<file path="config.mk">
export PLATFORM = sky130hd
export DESIGN_NAME = frame_pacing_scheduler_flat
export DESIGN_NICKNAME = d
export VERILOG_FILES = /design/src/rtl/core/fpsch_pkg.sv /design/src/rtl/core/fpsch_if.sv /design/src/rtl/core/fpsch_addsub.sv /design/src/rtl/core/frame_pacing_scheduler.sv /design/src/flat_wrapper.sv
export SDC_FILE = /design/constraint.sdc
export NUM_CORES = 2
export LEC_CHECK = 0
export BUFFER_PORTS_ARGS = -buffer_cell sky130_fd_sc_hd__buf_2
export CORE_MARGIN = 3
export CORE_UTILIZATION = 40
export CTS_BUF_LIST = sky130_fd_sc_hd__clkbuf_8
export DETAILED_ROUTE_END_ITERATION = 16
export PLACE_DENSITY = 0.56
export SYNTH_ARGS = -nofsm -noshare
export SYNTH_HDL_FRONTEND = slang
export SYNTH_SLANG_ARGS = --single-unit
</file>
<file path="constraint.sdc">
create_clock -name clk -period 8.3 [get_ports clk]
set_input_delay 0 -clock clk [delete_from_list [all_inputs] [get_ports clk]]
set_output_delay 0 -clock clk [all_outputs]
set_load 0.02 [all_outputs]
</file>
<file path="src/rtl/core/fpsch_pkg.sv">
// Package for the frame pacing scheduler: field widths, timing constants,
// sequencer states and the request/response types of the shared add/sub unit.
// Depends on nothing.
`timescale 1ns / 1ps

package fpsch_pkg;

	localparam int TS_W   = 64;
	localparam int AVG_W  = 28;
	localparam int FPS_W  = 17;
	localparam int CNT_W  = 32;
	localparam int HZ_W   = 8;
	localparam int IVL_W  = 27;

	localparam int DVD_W   = 38;
	localparam int REM_W   = 28;
	localparam int ITER_W  = 6;
	localparam int SHORT_N = 31;
	localparam int LONG_N  = 38;

	localparam logic [ITER_W-1:0] SHORT_LAST = ITER_W'(SHORT_N - 1);
	localparam logic [ITER_W-1:0] LONG_LAST  = ITER_W'(LONG_N - 1);

	localparam logic [HZ_W-1:0] HZ_MIN   = 8'd30;
	localparam logic [HZ_W-1:0] HZ_MAX   = 8'd240;
	localparam logic [HZ_W-1:0] HZ_RESET = 8'd60;

	localparam logic [AVG_W-1:0] AVG_RESET = 28'd33333333;
	localparam logic [AVG_W-1:0] AVG_120   = 28'd8333334;
	localparam logic [AVG_W-1:0] AVG_15    = 28'd66666666;
	localparam logic [AVG_W-1:0] AVG_LOW   = 28'd2000000;
	localparam logic [AVG_W-1:0] AVG_HIGH  = 28'd250000000;
	localparam logic [FPS_W-1:0] FPS_RESET = 17'd7680;

	localparam logic [TS_W-1:0] GAP_MIN = 64'd2000000;
	localparam logic [TS_W-1:0] GAP_MAX = 64'd250000000;

	localparam logic [DVD_W-1:0] IVL_DVD = DVD_W'(64'd2000000000 << (DVD_W - SHORT_N));
	localparam logic [DVD_W-1:0] FPS_DVD = 38'd256000000000;

	// floor(x / 5) equals (x * EMA_RECIP) >> EMA_SHIFT for every x below 2^34.
	localparam logic [31:0] EMA_RECIP = 32'hCCCCCCCD;
	localparam int          EMA_SHIFT = 34;

	localparam logic ACTION_SCHED   = 1'b0;
	localparam logic ACTION_PRESENT = 1'b1;

	typedef enum logic [3:0] {
		ST_IDLE,
		ST_IVL_DIV,
		ST_SCHED_CMP,
		ST_SCHED_ADD,
		ST_GAP,
		ST_AVG_SUM,
		ST_AVG_DIV,
		ST_FPS_DIV,
		ST_OUT
	} state_t;

	typedef struct packed {
		logic [TS_W-1:0] a;
		logic [TS_W-1:0] b;
		logic            sub;
	} alu_req_t;

	typedef struct packed {
		logic [TS_W-1:0] sum;
		logic            carry;
	} alu_rsp_t;

endpackage

</file>
<file path="src/rtl/core/fpsch_if.sv">
// Valid/ready channel interfaces for the schedule and present requests and
// for the result items. Depends on fpsch_pkg.
`timescale 1ns / 1ps

interface fpsch_in_if;
	logic                       valid;
	logic                       ready;
	logic                       action;
	logic [fpsch_pkg::TS_W-1:0] timestamp_ns;

	modport source (output valid, action, timestamp_ns, input ready);
	modport sink (input valid, action, timestamp_ns, output ready);
endinterface

interface fpsch_out_if;
	logic                        valid;
	logic                        ready;
	logic [fpsch_pkg::TS_W-1:0]  present_at_ns;
	logic [fpsch_pkg::AVG_W-1:0] avg_frame_ns;
	logic [fpsch_pkg::FPS_W-1:0] base_fps_q8;
	logic                        make_intermediate;
	logic [fpsch_pkg::CNT_W-1:0] frames_presented;

	modport source (output valid, present_at_ns, avg_frame_ns, base_fps_q8,
		make_intermediate, frames_presented, input ready);
	modport sink (input valid, present_at_ns, avg_frame_ns, base_fps_q8,
		make_intermediate, frames_presented, output ready);
endinterface

</file>
<file path="src/rtl/core/fpsch_addsub.sv">
// Shared 64-bit adder/subtractor used by the division, compare, add, gap and sum steps of the sequencer.
// Depends on fpsch_pkg for the request and response types.
`timescale 1ns / 1ps

module fpsch_addsub (
	input  fpsch_pkg::alu_req_t req,
	output fpsch_pkg::alu_rsp_t rsp
);
	import fpsch_pkg::*;

	logic [TS_W:0] full;

	always_comb begin
		full = {1'b0, req.a} + {1'b0, (req.sub ? ~req.b : req.b)} + {{TS_W{1'b0}}, req.sub};
		rsp.sum = full[TS_W-1:0];
		rsp.carry = full[TS_W];
	end

endmodule

</file>
<file path="src/rtl/core/frame_pacing_scheduler.sv">
// Frame pacing scheduler top level: sequencer, state registers and output register.
// Depends on fpsch_pkg, fpsch_if and fpsch_addsub.
// A schedule request is worked by a 31-step restoring division of 2e9 by target_hz
// on the shared add/sub unit. A present request takes one multiply by the reciprocal
// of five for the average and 38 division steps for the rate, or skips both when
// the measured gap lies outside 2 to 250 ms. One request is in work at a time; the
// next one is taken the cycle after a result is registered, even while that result
// still waits to be taken.
`timescale 1ns / 1ps

module frame_pacing_scheduler (
	input  logic                       clk,
	input  logic                       arst_n,
	input  logic                       cfg_we,
	input  logic [fpsch_pkg::HZ_W-1:0] cfg_wdata,
	fpsch_in_if.sink                   item,
	fpsch_out_if.source                result
);
	import fpsch_pkg::*;

	state_t state_q, state_d;

	logic              armed_q;
	logic [TS_W-1:0]   deadline_q;
	logic [TS_W-1:0]   last_q;
	logic [AVG_W-1:0]  avg_q;
	logic [FPS_W-1:0]  fps_q;
	logic [CNT_W-1:0]  cnt_q;
	logic [HZ_W-1:0]   hz_q;
	logic              out_valid_q;

	logic              action_q;
	logic [TS_W-1:0]   now_q;
	logic [IVL_W-1:0]  ivl_q;
	logic              rebase_q;
	logic [TS_W-1:0]   gap_q;
	logic [TS_W-1:0]   present_q;
	logic [DVD_W-1:0]  dvd_q;
	logic [REM_W-1:0]  rem_q;
	logic [REM_W-1:0]  dvsr_q;
	logic [ITER_W-1:0] iter_q;

	logic [TS_W-1:0]   out_present_q;
	logic [AVG_W-1:0]  out_avg_q;
	logic [FPS_W-1:0]  out_fps_q;
	logic              out_inter_q;
	logic [CNT_W-1:0]  out_cnt_q;

	alu_req_t          alu_req;
	alu_rsp_t          alu_rsp;
	logic [REM_W:0]    shifted;
	logic [REM_W-1:0]  rem_next;
	logic [DVD_W-1:0]  dvd_next;
	logic [TS_W-1:0]   ema_prod;
	logic [AVG_W-1:0]  ema_avg;
	logic              accept;
	logic              out_load;
	logic              gap_ok;
	logic              cfg_take;

	fpsch_addsub u_addsub (
		.req (alu_req),
		.rsp (alu_rsp)
	);

	always_comb begin
		shifted  = {rem_q, dvd_q[DVD_W-1]};
		rem_next = alu_rsp.carry ? alu_rsp.sum[REM_W-1:0] : shifted[REM_W-1:0];
		dvd_next = {dvd_q[DVD_W-2:0], alu_rsp.carry};
		ema_prod = TS_W'(dvd_q[SHORT_N-1:0]) * TS_W'(EMA_RECIP);
		ema_avg  = ema_prod[EMA_SHIFT +: AVG_W];
		gap_ok   = (gap_q >= GAP_MIN) && (gap_q <= GAP_MAX);
		cfg_take = cfg_we && (cfg_wdata >= HZ_MIN) && (cfg_wdata <= HZ_MAX) && (cfg_wdata != hz_q);
	end

	always_comb begin
		state_d = state_q;
		unique case (state_q)
			ST_IDLE: begin
				if (item.valid) begin
					state_d = (item.action == ACTION_PRESENT) ? ST_GAP : ST_IVL_DIV;
				end
			end
			ST_IVL_DIV: begin
				if (iter_q == '0) begin
					state_d = ST_SCHED_CMP;
				end
			end
			ST_SCHED_CMP: state_d = ST_SCHED_ADD;
			ST_SCHED_ADD: state_d = ST_OUT;
			ST_GAP:       state_d = ST_AVG_SUM;
			ST_AVG_SUM:   state_d = gap_ok ? ST_AVG_DIV : ST_OUT;
			ST_AVG_DIV:   state_d = ST_FPS_DIV;
			ST_FPS_DIV: begin
				if (iter_q == '0) begin
					state_d = ST_OUT;
				end
			end
			ST_OUT: begin
				if (!out_valid_q || result.ready) begin
					state_d = ST_IDLE;
				end
			end
			default: state_d = ST_IDLE;
		endcase
	end

	always_comb begin
		item.ready  = 1'b0;
		out_load    = 1'b0;
		alu_req.a   = TS_W'(shifted);
		alu_req.b   = TS_W'(dvsr_q);
		alu_req.sub = 1'b1;
		unique case (state_q)
			ST_IDLE: item.ready = 1'b1;
			ST_SCHED_CMP: begin
				alu_req.a = now_q;
				alu_req.b = deadline_q;
			end
			ST_SCHED_ADD: begin
				alu_req.a   = rebase_q ? now_q : deadline_q;
				alu_req.b   = TS_W'(ivl_q);
				alu_req.sub = 1'b0;
			end
			ST_GAP: begin
				alu_req.a = now_q;
				alu_req.b = last_q;
			end
			ST_AVG_SUM: begin
				alu_req.a   = TS_W'({avg_q, 2'b00});
				alu_req.b   = gap_q;
				alu_req.sub = 1'b0;
			end
			ST_OUT: out_load = !out_valid_q || result.ready;
			default: begin
			end
		endcase
	end

	assign accept = item.valid && item.ready;

	always_ff @(posedge clk or negedge arst_n) begin
		if (!arst_n) begin
			state_q     <= ST_IDLE;
			armed_q     <= 1'b0;
			deadline_q  <= '0;
			last_q      <= '0;
			avg_q       <= AVG_RESET;
			fps_q       <= FPS_RESET;
			cnt_q       <= '0;
			hz_q        <= HZ_RESET;
			out_valid_q <= 1'b0;
		end else begin
			state_q <= state_d;
			case (state_q)
				ST_SCHED_ADD: begin
					deadline_q <= alu_rsp.sum;
					armed_q    <= 1'b1;
				end
				ST_GAP: begin
					last_q <= now_q;
					cnt_q  <= cnt_q + 1'b1;
				end
				ST_AVG_DIV: avg_q <= ema_avg;
				ST_FPS_DIV: begin
					if (iter_q == '0) begin
						fps_q <= dvd_next[FPS_W-1:0];
					end
				end
				default: begin
				end
			endcase
			if (out_load) begin
				out_valid_q <= 1'b1;
			end else if (result.ready) begin
				out_valid_q <= 1'b0;
			end
			if (cfg_take) begin
				hz_q    <= cfg_wdata;
				armed_q <= 1'b0;
			end
		end
	end

	always_ff @(posedge clk) begin
		if (accept) begin
			action_q <= item.action;
			now_q    <= item.timestamp_ns;
			dvd_q    <= IVL_DVD;
			rem_q    <= '0;
			dvsr_q   <= REM_W'(hz_q);
			iter_q   <= SHORT_LAST;
		end
		case (state_q)
			ST_IVL_DIV, ST_FPS_DIV: begin
				dvd_q  <= dvd_next;
				rem_q  <= rem_next;
				iter_q <= iter_q - 1'b1;
				if (state_q == ST_IVL_DIV && iter_q == '0) begin
					ivl_q <= dvd_next[IVL_W-1:0];
				end
			end
			ST_SCHED_CMP: rebase_q <= !armed_q || alu_rsp.carry;
			ST_SCHED_ADD: present_q <= rebase_q ? now_q : deadline_q;
			ST_GAP: begin
				gap_q     <= alu_rsp.sum;
				present_q <= now_q;
			end
			ST_AVG_SUM: dvd_q <= DVD_W'(alu_rsp.sum[SHORT_N-1:0]);
			ST_AVG_DIV: begin
				dvd_q  <= FPS_DVD;
				rem_q  <= '0;
				dvsr_q <= ema_avg;
				iter_q <= LONG_LAST;
			end
			default: begin
			end
		endcase
		if (out_load) begin
			out_present_q <= (action_q == ACTION_PRESENT) ? now_q : present_q;
			out_avg_q     <= avg_q;
			out_fps_q     <= fps_q;
			out_inter_q   <= (avg_q >= AVG_120) && (avg_q <= AVG_15);
			out_cnt_q     <= cnt_q;
		end
	end

	assign result.valid             = out_valid_q;
	assign result.present_at_ns     = out_present_q;
	assign result.avg_frame_ns      = out_avg_q;
	assign result.base_fps_q8       = out_fps_q;
	assign result.make_intermediate = out_inter_q;
	assign result.frames_presented  = out_cnt_q;

endmodule

</file>
<file path="src/flat_wrapper.sv">
// flat-port wrapper written by rule: the top's interface ports become plain ports
module frame_pacing_scheduler_flat import fpsch_pkg::*;
  (clk, arst_n, cfg_we, cfg_wdata, item_valid, item_action, item_timestamp_ns, item_ready, result_valid, result_present_at_ns, result_avg_frame_ns, result_base_fps_q8, result_make_intermediate, result_frames_presented, result_ready);
  fpsch_in_if item_i ();
  fpsch_out_if result_i ();
  input  logic clk;
  input  logic arst_n;
  input  logic cfg_we;
  input  logic [fpsch_pkg::HZ_W-1:0] cfg_wdata;
  input wire logic [$bits(item_i.valid)-1:0] item_valid;
  input wire logic [$bits(item_i.action)-1:0] item_action;
  input wire logic [$bits(item_i.timestamp_ns)-1:0] item_timestamp_ns;
  output wire logic [$bits(item_i.ready)-1:0] item_ready;
  output wire logic [$bits(result_i.valid)-1:0] result_valid;
  output wire logic [$bits(result_i.present_at_ns)-1:0] result_present_at_ns;
  output wire logic [$bits(result_i.avg_frame_ns)-1:0] result_avg_frame_ns;
  output wire logic [$bits(result_i.base_fps_q8)-1:0] result_base_fps_q8;
  output wire logic [$bits(result_i.make_intermediate)-1:0] result_make_intermediate;
  output wire logic [$bits(result_i.frames_presented)-1:0] result_frames_presented;
  input wire logic [$bits(result_i.ready)-1:0] result_ready;
  assign item_i.valid = item_valid;
  assign item_i.action = item_action;
  assign item_i.timestamp_ns = item_timestamp_ns;
  assign item_ready = item_i.ready;
  assign result_valid = result_i.valid;
  assign result_present_at_ns = result_i.present_at_ns;
  assign result_avg_frame_ns = result_i.avg_frame_ns;
  assign result_base_fps_q8 = result_i.base_fps_q8;
  assign result_make_intermediate = result_i.make_intermediate;
  assign result_frames_presented = result_i.frames_presented;
  assign result_i.ready = result_ready;
  frame_pacing_scheduler u_core (.clk(clk), .arst_n(arst_n), .cfg_we(cfg_we), .cfg_wdata(cfg_wdata), .item(item_i), .result(result_i));
endmodule
</file>
Word level (Yosys, flattened, before mapping)
Index checks and enable logic that the tools add are counted.
Word-level totals
  bits in registers: 682
  input bits: 78
  output and inout port bits: 144
  word-level logic and storage cells: 101
Cells by class
  add/sub/neg operators: 4
  multiply operators: 1
  $lt $le $gt $ge: 6
  eq/ne operators: 13
  muxes and demuxes: 28
  bitwise operators: 1
  reductions and logical operators: 24
Operators with widths (number)
  $pmux W128 S4: 1
  $mux W64: 3
  $pmux W64 S2: 1
  $pmux W38 S3: 1
  $mux W28: 4
  $add A64 B64 Y65: 1
  $add A65 B1 Y65: 1
  $ge A64 B21 Y1 const B: 1
  $le A64 B28 Y1 const B: 1
  $not A64 Y64: 1
  $mul A31 B32 Y62 const B: 1
  $pmux W28 S2: 1
  $mux W38: 1
  $pmux W4 S9: 1
  $add A32 B1 Y32 const B: 1
  $ge A28 B23 Y1 const B: 1
  $le A28 B26 Y1 const B: 1
  $mux W4: 5
  $eq A4 B3 Y1 const B: 4
  $pmux W6 S2: 1
  $eq A4 B2 Y1 const B: 2
  $ge A8 B5 Y1 const B: 1
  $le A8 B8 Y1 const B: 1
  $ne A8 B8 Y1: 1
  other kinds (19): 40

Longest topological paths before layout
  depth in word-level cells: 8
  gate-level depth with buffers: 29

Modules after synthesis
From an unflattened synthesis, not the netlist that was laid out.
Unflattened totals
  cell total of the unflattened synthesis: 3900
  area, all modules: 44421.4 um2
By module, submodules not included
  frame_pacing_scheduler: instances 1, cells an instance 3267, area each 39909.5 um2, seq. area each 19409.9 um2
  fpsch_addsub: instances 1, cells an instance 633, area each 4511.8 um2, seq. area each 0.0 um2

Least setup slack after synthesis
Ideal clock, no wire load.
  path type: flip-flop to flip-flop
  start: reg u_core.state_q[2]
  end: reg u_core.out_avg_q[0], in the netlist u_core.result.avg_frame_ns[0], enable pin
  library setup time: 0.661 ns
  arrival time: 7.122 ns
  required time: 7.639 ns
  path slack: 0.517 ns
  stages on the path, launching flop included: 5
  period minus slack after synthesis: 7.783 ns
  path through: dfrtp_1 -> buf_4 -> clkbuf_1 -> nand3b_1 -> nor2b_1
Between the ends
  word-level cells in the longest chain between the ends: 2
Ends and longest elaborated chain
  start, declared: line frame_pacing_scheduler.sv:21  | state_t state_q, state_d;
  start signal, assigned: line frame_pacing_scheduler.sv:154  | state_q <= state_d;
  $eq A4 B4 Y1: line frame_pacing_scheduler.sv:114  | unique case (state_q)
  $mux W1: line frame_pacing_scheduler.sv:114
  via u_core.out_load: line frame_pacing_scheduler.sv:57  | logic out_load;
  end signal, assigned: line frame_pacing_scheduler.sv:221  | out_avg_q <= avg_q;
  end, declared: line frame_pacing_scheduler.sv:44  | logic [AVG_W-1:0] out_avg_q;
The timed path passes the listed nets, and every way through them passes these cells.
A chain may end at the register's enable or synchronous reset.

Worst setup path after layout
  start: reg u_core.dvd_q[20]
  end: reg u_core.dvsr_q[19] (data pin)
Between the ends
  word-level cells in the longest chain between the ends: 2
Ends and longest elaborated chain
  start, declared: line frame_pacing_scheduler.sv:38  | logic [DVD_W-1:0] dvd_q;
  start signal, assigned: line frame_pacing_scheduler.sv:196  | dvd_q <= dvd_next;
  start signal, assigned: line frame_pacing_scheduler.sv:209  | ST_AVG_SUM: dvd_q <= DVD_W'(alu_rsp.sum[SHORT_N-1:0]);
  $mul A31 B32 Y62: line frame_pacing_scheduler.sv:70  | ema_prod = TS_W'(dvd_q[SHORT_N-1:0]) * TS_W'(EMA_RECIP);
  $mux W28: line frame_pacing_scheduler.sv:194  | case (state_q)
  end signal, assigned: line frame_pacing_scheduler.sv:191  | dvsr_q <= REM_W'(hz_q);
  end signal, assigned: line frame_pacing_scheduler.sv:213  | dvsr_q <= ema_avg;
  end, declared: line frame_pacing_scheduler.sv:40  | logic [REM_W-1:0] dvsr_q;
No other way between the ends.

==> results by group <==
Logic synthesis
  – Synth Area in Compound Gates: 12.9%
  – Synth Area in Adders: 20.7%
  – Synth Area in Simple Gates: 7.79%
  – Yosys top cell area share: 31.3%
  – Flops & latches, synth: 682
  – Ys async rst share: 32.1%
  – Top cells by area, synth: edfxtp_1 31%, dfrtp_1 11%, fa_1 11%
  – Dominant cell type by area after synthesis: edfxtp_1
  – Multiplexer area fraction after synthesis: 6.45%
  – Synth Flop Type: edfxtp_1
  – Post-synth top cells: 463 x edfxtp_1, 388 x inv_1, 361 x ha_1
  – Post-synthesis sequential area ratio: 43.7%
  – Combinational family with the most area after synthesis: adder cells
  – Syn nets: 4,505
  – Post-Syn Area per Cell: 11.6 um2
  – Synth cell types: 86
  – Ys Warns: 0
  – Synthesized netlist cell count: 3,832
  – Cell Area, Synth: 44,400 um2
  – Synth Area in XOR/XNOR: 3.53%
  – Post-synth EDFFs: 463
  – Most common cell in the netlist: edfxtp_1

Timing
  – Setup violators final: 0
  – Layout Skew: 0.0537 ns
  – Slew Limit Fails: 0
  – Worst slew pin tran: 1.12 ns
  – Hold violation count in the final report: 0
  – Max Freq: 126 MHz
  – Final period util: 95.6%
  – Rel. slew slack: 25.6%
  – Final min period: 7.94 ns

Placed design
  – Port buffer count: 221
  – Gp weighted congestion: 0.958
  – Cell Count Post-Placement: 5,435
  – HPWL after detailed placement: 110,000 um

Job
  – Max-Cap Viols: 0

Critical path
  – Startpoint Class: flip-flop
  – Slowest stage delay, CP: 0.60 ns
  – Slowest CP cell: fa_1
  – Worst Path Buf+Inv: 10
  – Peak fanout along the critical path: 8
  – Cell family with the largest share of critical-path delay: adder cells
  – Most used cell, CP: inv_1
  – Worst EP arrival: 8.44 ns
  – Crit end category: flip-flop
  – Kind of critical path: reg -> reg
  – WP data required: 8.80 ns

Layout
  – Nets@finish: 4,916
  – Fillers: 10,200
  – P&R area growth vs syn: 16.0%
  – Layout cells sized above 1: 18.2%
  – Final Non-Filler Cells: 5,830

Global route
  – First-pass GRT wire length: 217,000 um
  – Pin count of the biggest net entering global routing: 113
  – Initial antenna violation count: 4
  – Gr usage total: 24.9%
  – GRT Residual Overflow: 0
  – Vias in the first global route: 32,500

Die
  – Die W: 339 um
  – Die area: 115,000 um2
  – Row cnt: 121
  – Initial Util: 40.5%
  – Core area: 109,000 um2
  – I/O pin count: 222
  – Die height: 339 um

Clock tree
  – H-tree levels: 3
  – CTS buffer count: 119
  – CTS root buffer: clkbuf_8
  – Clock sinks: 682
  – Clk buf depth: 3
  – TritonCTS clock tree: done
  – Clock transition at path regs: 0.07 ns
  – Latest clock arrival within the worst-skew pair: 0.79 ns

Detailed routing
  – Final ANT Viol Nets: 0
  – Vias post-DR: 32,200
  – Total Routed Length: 144,000 um
  – Post-route DRC: 0
  – Detailed Route Iter0 Violations: 2,647
  – Number of vias per cell: 5.52
  – Wirelength per Cell: 24.7 um
  – DRT Pass-1 Iters: 6

Hold path
  – Hold Crit Class: in -> reg

Status
  – Outcome: finished clean
## per-stage QoR
step	setup WS, ns	hold WS [ns]	cell area (um2)	setup TNS (ns)	utilization (%)
floorplan	0.517	-0.296	44400	0	-
global placement	0.211	0.0333	47400	0	43.3
detailed placement	0.147	0.0264	47400	0	43.3
CTS	0.0990	0.104	51400	0	47.0
global route	-0.0254	0.146	51500	-0.0330	47.0
finish	0.363	0.190	51500	0	47.0
## repair_timing
item	4_1_cts	5_1_grt
setup endpoints to repair	0	25
gates resized for setup	0	13
setup buffers	0	3
hold buffers	160	0
endpoints found under the hold margin	283	0
## state kept, by name, indices dropped and copies added (netlist names), 32 cells and up
name,flops
u_core.deadline_q,64
u_core.cnt_q,32
u_core.result.present_at_ns,64
u_core.present_q,64
u_core.dvd_q,38
u_core.result.frames_presented,32
u_core.now_q,64
u_core.gap_q,64
u_core.last_q,64
## logic make-up after synthesis
kind of cell | Yosys count
mux | 254
simple gates | 744
fa+ha+maj | 595
xor+xnor | 178
compound gates | 815
buf+inv | 564
flops | 682
## cell type report
cell class              count  area [um2]  share of cell area [%]
diodes                      5        12.5                  0.0243
flip-flops and latches    682       19400                    37.7
inverters                 390        1460                    2.84
multi-input cells        2586       23000                    44.6
repair buffers            464        3420                    6.64
clock buffers             137        1890                    3.66
well taps                1476        1850                    3.59
clock inverters            90         462                   0.897
## layout by cell type, fill, tap and decap left out, drive strengths merged, types with 19 or more instances in the layout
cell type / instances
fa: 234
mux2: 251
xnor2: 90
a221o: 29
and2: 19
o21ai: 172
nor3: 27
nand2: 335
and3: 21
a21o: 102
nand3: 65
nor2: 121
o21bai: 28
dfstp: 21
inv: 451
buf: 305
clkinv: 22
a221oi: 52
ha: 361
xor2: 88
edfxtp: 463
nor4: 24
a211o: 28
dlygate4sd3: 159
a211oi: 29
nand4: 63
a21oi: 167
clkbuf: 137
a22o: 100
dfrtp: 198
## worst reg2reg max path, delay by kind of cell, from the launching register on
| kind | cells | cell delay, ns |
|---|---|---|
| AO/OA/AOI/OAI | 8 | 1.39 |
| XOR/XNOR | 1 | 0.12 |
| adder cells (fa/ha/maj) | 9 | 4.55 |
| buffers and inverters | 10 | 1.01 |
| flip-flops | 1 | 0.43 |
| AND/OR/NAND/NOR | 1 | 0.17 |
## per-layer routing
metal	vias to the layer above	GRT usage, %	part of all wire, %
li1	14600	-	-
met1	16200	35.4	45
met2	1112	39.0	46
met3	191	3.74	6.3
met4	0	8.26	3.3
met5	-	0	0
## final timing paths
path                                        from                                end  slack, ns  cells after the start
min in group asynchronous                 arst_n                   u_core.avg_q[19]       0.40                      3
worst min-delay path                result_ready                u_core.result.valid       0.19                      4
worst max-delay path            u_core.dvd_q[20]                  u_core.dvsr_q[19]       0.36                     29
max in group asynchronous                 arst_n                   u_core.avg_q[11]       7.01                      4
worst max register to register  u_core.dvd_q[20]                  u_core.dvsr_q[19]       0.36                     29
worst min register to register   u_core.cnt_q[5]  u_core.result.frames_presented[5]       0.43                      0
Power is not shown: default switching activity piles up to over one toggle a cycle in this logic, so the estimate is an artifact.
